$ cat src/rtl/ffa_pkg.sv
// Shared types, sizes and status codes of the first-fit allocator.
// Used by ffa_cell and first_fit_free_list_allocator_unit.
package ffa_pkg;

    localparam int HEAP_BYTES  = 65536;
    localparam int CHUNK_BYTES = 4096;
    localparam int FREE_SLOTS  = 16;
    localparam int TBL_DEPTH   = HEAP_BYTES / 16;
    localparam int IDX_W       = $clog2(FREE_SLOTS);
    localparam int CNT_W       = $clog2(FREE_SLOTS + 1);
    localparam int TBL_W       = $clog2(TBL_DEPTH);
    localparam int CHUNK_SH    = $clog2(CHUNK_BYTES);
    localparam int NEED_W      = 18;

    localparam logic [2:0] ST_OK        = 3'd0;
    localparam logic [2:0] ST_ZERO_SIZE = 3'd1;
    localparam logic [2:0] ST_NO_MEM    = 3'd2;
    localparam logic [2:0] ST_LIST_FULL = 3'd3;
    localparam logic [2:0] ST_NULL_FREE = 3'd4;

    typedef struct packed {
        logic [15:0] offset;
        logic [16:0] size;
    } t_node;

    typedef struct packed {
        logic push;
        logic pull;
        logic load;
    } t_cell_cmd;

endpackage

$ cat src/rtl/ffa_cell.sv
// One free-list entry of the allocator's shift chain.
// Depends on ffa_pkg.
module ffa_cell
    import ffa_pkg::*;
(
    input  logic              i_clk,
    input  t_cell_cmd         i_cmd,
    input  t_node             i_left,
    input  t_node             i_right,
    input  t_node             i_load,
    input  logic [NEED_W-1:0] i_need,
    output t_node             o_node,
    output logic              o_fit
);

    t_node r_node;

    always_ff @(posedge i_clk) begin
        if (i_cmd.push) begin
            r_node <= i_left;
        end else if (i_cmd.pull) begin
            r_node <= i_right;
        end else if (i_cmd.load) begin
            r_node <= i_load;
        end
    end

    assign o_node = r_node;
    assign o_fit  = {1'b0, r_node.size} >= i_need;

endmodule

$ cat config.mk
export PLATFORM = sky130hd
export DESIGN_NAME = ffa_cell
export DESIGN_NICKNAME = d
export VERILOG_FILES = /design/src/rtl/ffa_pkg.sv /design/src/rtl/ffa_cell.sv
export SDC_FILE = /design/constraint.sdc
export NUM_CORES = 1
export LEC_CHECK = 0
export ABC_CLOCK_PERIOD_IN_PS = 3100
export BUFFER_PORTS_ARGS = -buffer_cell sky130_fd_sc_hd__buf_2
export CORE_AREA = 5 5 76 78
export DETAILED_ROUTE_END_ITERATION = 7
export DIE_AREA = 0 0 81 83
export GPL_TIMING_DRIVEN = 0
export HOLD_SLACK_MARGIN = 0.1
export PLACE_DENSITY = 0.84
export SLEW_MARGIN = 20
export SYNTH_ARGS = -nofsm -noshare
export SYNTH_HDL_FRONTEND = slang
export SYNTH_SLANG_ARGS = --single-unit
$ cat constraint.sdc
create_clock -name i_clk -period 3.1 [get_ports i_clk]
set_clock_uncertainty 0.15 [all_clocks]
set_input_delay 0.465 -clock i_clk [delete_from_list [all_inputs] [get_ports i_clk]]
set_output_delay 0.465 -clock i_clk [all_outputs]
set_load 0.01 [all_outputs]
==> metrics.md, run 1 <==
| Metric | Value |
|---|---|
| Overall Power | `1190 uW` |
| CP max stage delay | `460 ps` |
| Dpl cells | `425` |
| Pre-CTS setup slack | `680 ps` |
| Syn Inst Count | `203` |
| Final WL | `5990 microns` |
| DPL Wire Length | `5060 microns` |
| Routed Antenna Nets | `0` |
| Max Buffers Root-to-Sink | `2` |
| CTS tree | `built` |
| Syn Area/Cell | `10.4 sq um` |
| Largest cells by area after synthesis | `edfxtp_1 47%, mux2i_1 16%, ha_1 10%, nand2_1 6.2%, o21ai_0 6.1%` |
| Sequential area share after synthesis | `0.468` |
| Initial Utilization | `0.423` |
| Setup CP Type | `reg2out` |
| Max-slew violation count | `0` |
| Synth Register Bits | `33` |
| Unrepaired setup endpoints after global routing | `false` |
| Ys async rst share | `0` |
| Setup violators final | `0` |
| Final net count | `500` |
| CP Data Arrival Time | `1920 ps` |
| Hold Crit Depth | `3` |
| Largest net degree at the start of global routing | `34` |
| Syn Std Cell Area | `2120 sq um` |
| Most frequent cell after synthesis | `nand2_1` |
| Ports | `155` |
| Post-CTS Setup Repair Bufs | `0` |
| Min-Delay Path Class | `in2reg` |
| Post-synth cell types | `25` |
| Max FFs per register | `33` |
| Die height | `83 microns` |
| Via count of the routed design | `2034` |
| Clock root cell | `clkbuf_8` |
| MaxCap Viol Count | `0` |
| Area Growth Syn to Fin | `43.7%` |
| # resized after CTS | `0` |
| WHS Endpoint | `o_node[6]` |
| IO buf count | `152` |
| Worst Slack Setup Final | `568 ps` |
| Max FO, Critical Path | `2` |
| Fmax | `395 MHz` |
| Die Wd | `81 microns` |
| H-tree depth | `2` |
| Core Box Area | `5010 sq um` |
| Main synth FF type | `edfxtp_1` |
| Worst vdd ir | `0.000205 V` |
| Hold wc startpoint | `i_left[6]` |
| Wirelength per Cell | `13.9 microns` |
| Status | `completed` |
| Full die area | `6720 sq um` |
| Reg clk slew, reported paths | `60 ps` |
| Vias per cell | `4.71` |
| Fin crit share | `0.817` |
| Hold Vio Cnt, Final | `0` |
| Layout cells sized above 1 | `0.459` |
| Least-Margin Pin Slew | `755 ps` |
| Routability Congestion | `0.781` |
| Final global-route overflow total | `0` |
| Synth top area share | `0.468` |
| Crit-path slowest cell | `o41a_1` |
| Leakage power total | `0.00161 uW` |
| Rel. slew slack | `0.496` |
| Non-Filler Instances | `432` |
| Clk sink count | `33` |
| YS warnings | `0` |
| # DRC | `0` |
| Synth cell count leaders | `35 x nand2_1, 33 x edfxtp_1, 33 x mux2i_1` |
| Setup_tns | `0 ps` |
| Final core utilization | `0.608` |
| PD cells | `390 nW/um^2` |
| Iteration-0 DRC count of the detailed router | `67` |
| CP Launch Type | `flip-flop` |
| Critical-path cell list | `ha_1 > nand4_1 > o41a_1 > o31ai_2 > buf_2` |
| Fin crit period | `2530 ps` |
| Syn_nets | `341` |
| Initial antenna violation count | `0` |
| Vias in the first global route | `2118` |
| Cts bufs inserted | `5` |
| Crit end category | `output port` |
| Rows | `26` |
| Cell accounting for the most synthesized area | `edfxtp_1` |
| Pre-Repair DR Iteration Count | `4` |
| # diodes | `0` |
| Number of synthesized flops with an enable pin | `33` |
| Global-route wire length before repair | `9200 microns` |
| WP data required | `2480 ps` |
| Total GRT Usage | `0.175` |
| Hold bufs inserted after CTS | `0` |
## layout by cell type, fill, tap and decap left out, drive strengths merged
| cell | netlist | routed |
|---|---|---|
| nor3 | 1 | 1 |
| a21oi | 5 | 5 |
| clkbuf | 5 | 11 |
| nor2 | 1 | 1 |
| nand3 | 1 | 1 |
| nand2 | 35 | 35 |
| edfxtp | 33 | 33 |
| buf | 6 | 158 |
| o21a | 1 | 1 |
| nand4 | 2 | 2 |
| o31ai | 1 | 1 |
| inv | 19 | 19 |
| o32ai | 1 | 1 |
| or3 | 1 | 1 |
| a211o | 1 | 1 |
| o41a | 1 | 1 |
| nand2b | 1 | 1 |
| clkinv | 0 | 1 |
| o21ai | 34 | 34 |
| mux2i | 33 | 33 |
| a211oi | 3 | 3 |
| nand4b | 1 | 1 |
| ha | 17 | 17 |
## layout make-up
class / instances / area (sq um)
fill: 472 / 1970
multi-input combinational: 140 / 1000
sequential: 33 / 991
timing repair buffer: 152 / 761
tap: 70 / 87.6
clock buffer: 6 / 72.6
inverter: 19 / 71.3
buffer: 11 / 56.3
clock inverter: 1 / 3.75
## per-layer routing
metal / track usage / wire length, microns / vias up
met5: 0 / 0 / -
met1: 0.166 / 2080 / 883
met2: 0.338 / 3180 / 91
met3: 0.0639 / 628 / 12
li1: - / - / 1048
met4: 0.0492 / 104 / 0
## critical path, delay by kind of cell (launching register included)
family / cells / cell delay [ps]
AOI/OAI and AO/OA: 2 / 630
adders and majority gates: 1 / 310
buffers and inverters: 1 / 160
DFF: 1 / 400
and+or+nand+nor: 1 / 140
## where the power goes
part | internal, uW | switching [uW]
Sequential | 551 | 18.9
Combinational | 161 | 163
Clock | 151 | 142
Total | 863 | 323
## how the worst max path moves through the flow
stage | cells past startpoint | start | end
floorplan | 5 | i_need[9] | o_fit
global placement | 7 | i_need[9] | o_fit
detailed placement | 7 | i_need[7] | o_fit
CTS | 5 | o_node[9] | o_fit
global route | 5 | o_node[7] | o_fit
finish | 5 | o_node[9] | o_fit
## cells by family after synthesis
kind of cell             Yosys count  share of synthesized area
flip-flops                        33                      0.468
AO/OA/AOI/OAI                     47                      0.131
adder cells (fa/ha/maj)           17                      0.100
buffers and inverters             30                     0.0602
multiplexers                      33                      0.156
AND/OR/NAND/NOR                   43                     0.0845
## through the flow
| stage | hold slack, ps | area (sq um) |
|---|---|---|
| 6_report | 313 | 3040 |
| 5_1_grt | 315 | 3040 |
| 4_1_cts | 304 | 3040 |
| 3_5_place_dp | 599 | 2970 |
| 3_3_place_gp | 595 | 2970 |
| 2_1_floorplan | 506 | 2120 |
(Power assumes the default switching activity.)
==> inputs of run 2 (changes only) <==
- ABC_CLOCK_PERIOD_IN_PS: 3100 -> 2500
- CORE_AREA: 5 5 76 78 -> 5 5 78 80
- DIE_AREA: 0 0 81 83 -> 0 0 83 85
- PLACE_DENSITY: 0.84 -> 0.8
- clock period: 3.1 -> 2.5 ns (I/O delays scaled with it)
==> metrics.md, run 2 (same netlist as run 1, synthesis figures left out) <==
| Metric | Value |
|---|---|
| Final net count | `501 (+0.20%)` |
| DPL Wire Length | `5100 microns (+0.75%)` |
| Crit end category | `output port` |
| Final WL | `6080 microns (+1.5%)` |
| Leakage power total | `0.00161 uW (+0.26%)` |
| GRT busiest layer | `met2` |
| Layout cells sized above 1 | `0.463 (+0.00425)` |
| Commonest non-fill, non-tap cells in the layout | `155 x buf_2, 35 x nand2_1, 33 x mux2i_1, 33 x edfxtp_1, 26 x o21ai_0` |
| Status | `completed` |
| Vias in the first global route | `2227 (+5.1%)` |
| Vias per cell | `4.74 (+0.73%)` |
| P_sw | `408 uW (+26%)` |
| Critical-path cell list | `ha_4 > nand4_1 > o41a_1 > o31ai_2 > buf_2` |
| Setup violators final | `0 (unchanged)` |
| IO buf count | `152 (unchanged)` |
| PD cells | `483 nW/um^2 (+24%)` |
| Max-slew violation count | `0 (unchanged)` |
| Iteration-0 DRC count of the detailed router | `74 (+10%)` |
| Min-Delay Path Class | `in2reg` |
| WHS Endpoint | `o_node[7]` |
| Core Box Area | `5340 sq um (+6.5%)` |
| Max FO, Critical Path | `2 (unchanged)` |
| Wirelength per Cell | `14.0 microns (+0.79%)` |
| Hold bufs inserted after CTS | `0 (unchanged)` |
| Grt met1 use | `0.166 (+0.000397)` |
| Largest net degree at the start of global routing | `34 (unchanged)` |
| Total GRT Usage | `0.167 (-0.00827)` |
| CP Data Arrival Time | `1880 ps (-40 ps)` |
| Ports | `155 (unchanged)` |
| # diodes | `0 (unchanged)` |
| Number of fill cells | `478 (+1.3%)` |
| Min Hold Slack | `229 ps (-84.0 ps)` |
| Clock power share | `0.246 (about the same)` |
| Rel. slew slack | `0.499 (+0.00203)` |
| Met3 usage | `0.0612 (-0.00269)` |
| CTS tree | `built` |
| Initial Utilization | `0.397 (-0.0260)` |
| Commonest non-fill, non-tap cell in the layout | `buf_2` |
| CP max stage delay | `440 ps (-20 ps)` |
| Initial antenna violation count | `0 (unchanged)` |
| Sw Share | `0.275 (+0.00286)` |
| Unrepaired setup endpoints after global routing | `false` |
| Via count of the routed design | `2063 (+1.4%)` |
| Crit-path slowest cell | `edfxtp_1` |
| Multi-input gate area | `1010 sq um (+1.2%)` |
| GRT met2 Usage | `0.322 (-0.0162)` |
| Cts bufs inserted | `5 (unchanged)` |
| Fin crit period | `2410 ps` |
| MaxCap Viol Count | `0 (unchanged)` |
| Critical path's top delay family | `compound AO/OA/AOI/OAI gates` |
| Worst Slack Setup Final | `92.9 ps (-475 ps)` |
| Hold wc startpoint | `i_left[7]` |
| Fin crit share | `0.963` |
| Die height | `85 microns (+2.4%)` |
| Pre-Repair DR Iteration Count | `4 (unchanged)` |
| Final global-route overflow total | `0 (unchanged)` |
| Final core utilization | `0.575 (-0.0331)` |
| Least-Margin Pin Slew | `752 ps (-3.05 ps)` |
| Overall Power | `1480 uW (+25%)` |
| Pre-CTS setup slack | `210 ps (-470 ps)` |
| Clk sink count | `33 (unchanged)` |
| Die Wd | `83 microns (+2.5%)` |
| Flop pwr share | `0.479 (-0.002)` |
| P_int | `1070 uW (+24%)` |
| Comb pwr share | `0.275 (+0.002)` |
| Setup_tns | `0 ps (unchanged)` |
| Max Buffers Root-to-Sink | `2 (unchanged)` |
| Area Growth Syn to Fin | `44.8%` |
| Clock root cell | `clkbuf_8` |
| Setup CP Type | `reg2out` |
| Hold Vio Cnt, Final | `0 (unchanged)` |
| Reg clk slew, reported paths | `60 ps (about the same)` |
| Worst vdd ir | `0.000330 V (+61%)` |
| Rows | `27 (+3.8%)` |
| # DRC | `0 (unchanged)` |
| Max FFs per register | `33 (unchanged)` |
| Hold Crit Depth | `3 (unchanged)` |
| WP data required | `1980 ps (-500 ps)` |
| Routability Congestion | `0.784 (+0.40%)` |
| Worst path bufs/invs | `1 (unchanged)` |
| H-tree depth | `2 (unchanged)` |
| CP Launch Type | `flip-flop` |
| Full die area | `7060 sq um (+4.9%)` |
| Fmax | `415 MHz` |
| Routed Antenna Nets | `0 (unchanged)` |
| FF/Latch Area | `991 sq um (unchanged)` |
| Global-route wire length before repair | `9680 microns (+5.3%)` |
[run 2: worst max-delay path by stage]
stage | startpoint | endpoint | slack (ps) | cells past startpoint
final | o_node[8] | o_fit | 90 | 5
after detailed placement | i_need[9] | o_fit | 210 | 7
after global routing | o_node[15] | o_fit | 20 | 6
after CTS | o_node[8] | o_fit | 40 | 5
after floorplan | o_node[9] | o_fit | 460 | 4
after global placement | i_cmd[1] | o_node[16] | 260 | 2
[run 2: repair_timing]
| action | 4_1_cts | 5_1_grt |
|---|---|---|
| endpoints found under the hold margin | 0 | 0 |
| setup buffers | 1 | 0 |
| gates resized for setup | 0 | 1 |
| endpoints found under the setup margin | 1 | 1 |
| pin swaps | 0 | 1 |
[run 2: layout make-up]
class | instances | area share
Multi-Input combinational cell | 140 | 0.330
Sequential cell | 33 | 0.323
Inverter | 19 | 0.0233
Tap cell | 72 | 0.0294
Clock inverter | 1 | 0.00122
Clock buffer | 6 | 0.0237
Buffer | 11 | 0.0184
Timing Repair Buffer | 153 | 0.251
[run 2: per-layer routing]
metal | vias to the layer above | wire length (microns)
met2 | 86 | 3250
met5 | - | 0
met3 | 9 | 543
met4 | 0 | 93
met1 | 918 | 2190
li1 | 1050 | -
[run 2: stage by stage]
step	instances	cell area, sq um
floorplan	203	2120
global placement	427	2970
detailed placement	427	2970
CTS	435	3050
global route	435	3070
finish	435	3070
[run 2: power by group through the flow]
stage | Clock [uW] | Sequential (uW) | Combinational (uW)
after floorplan | 0 | 754 | 173
after global placement | 0 | 718 | 392
after detailed placement | 0 | 722 | 408
after CTS | 378 | 710 | 411
after global routing | 402 | 718 | 453
final | 365 | 710 | 408
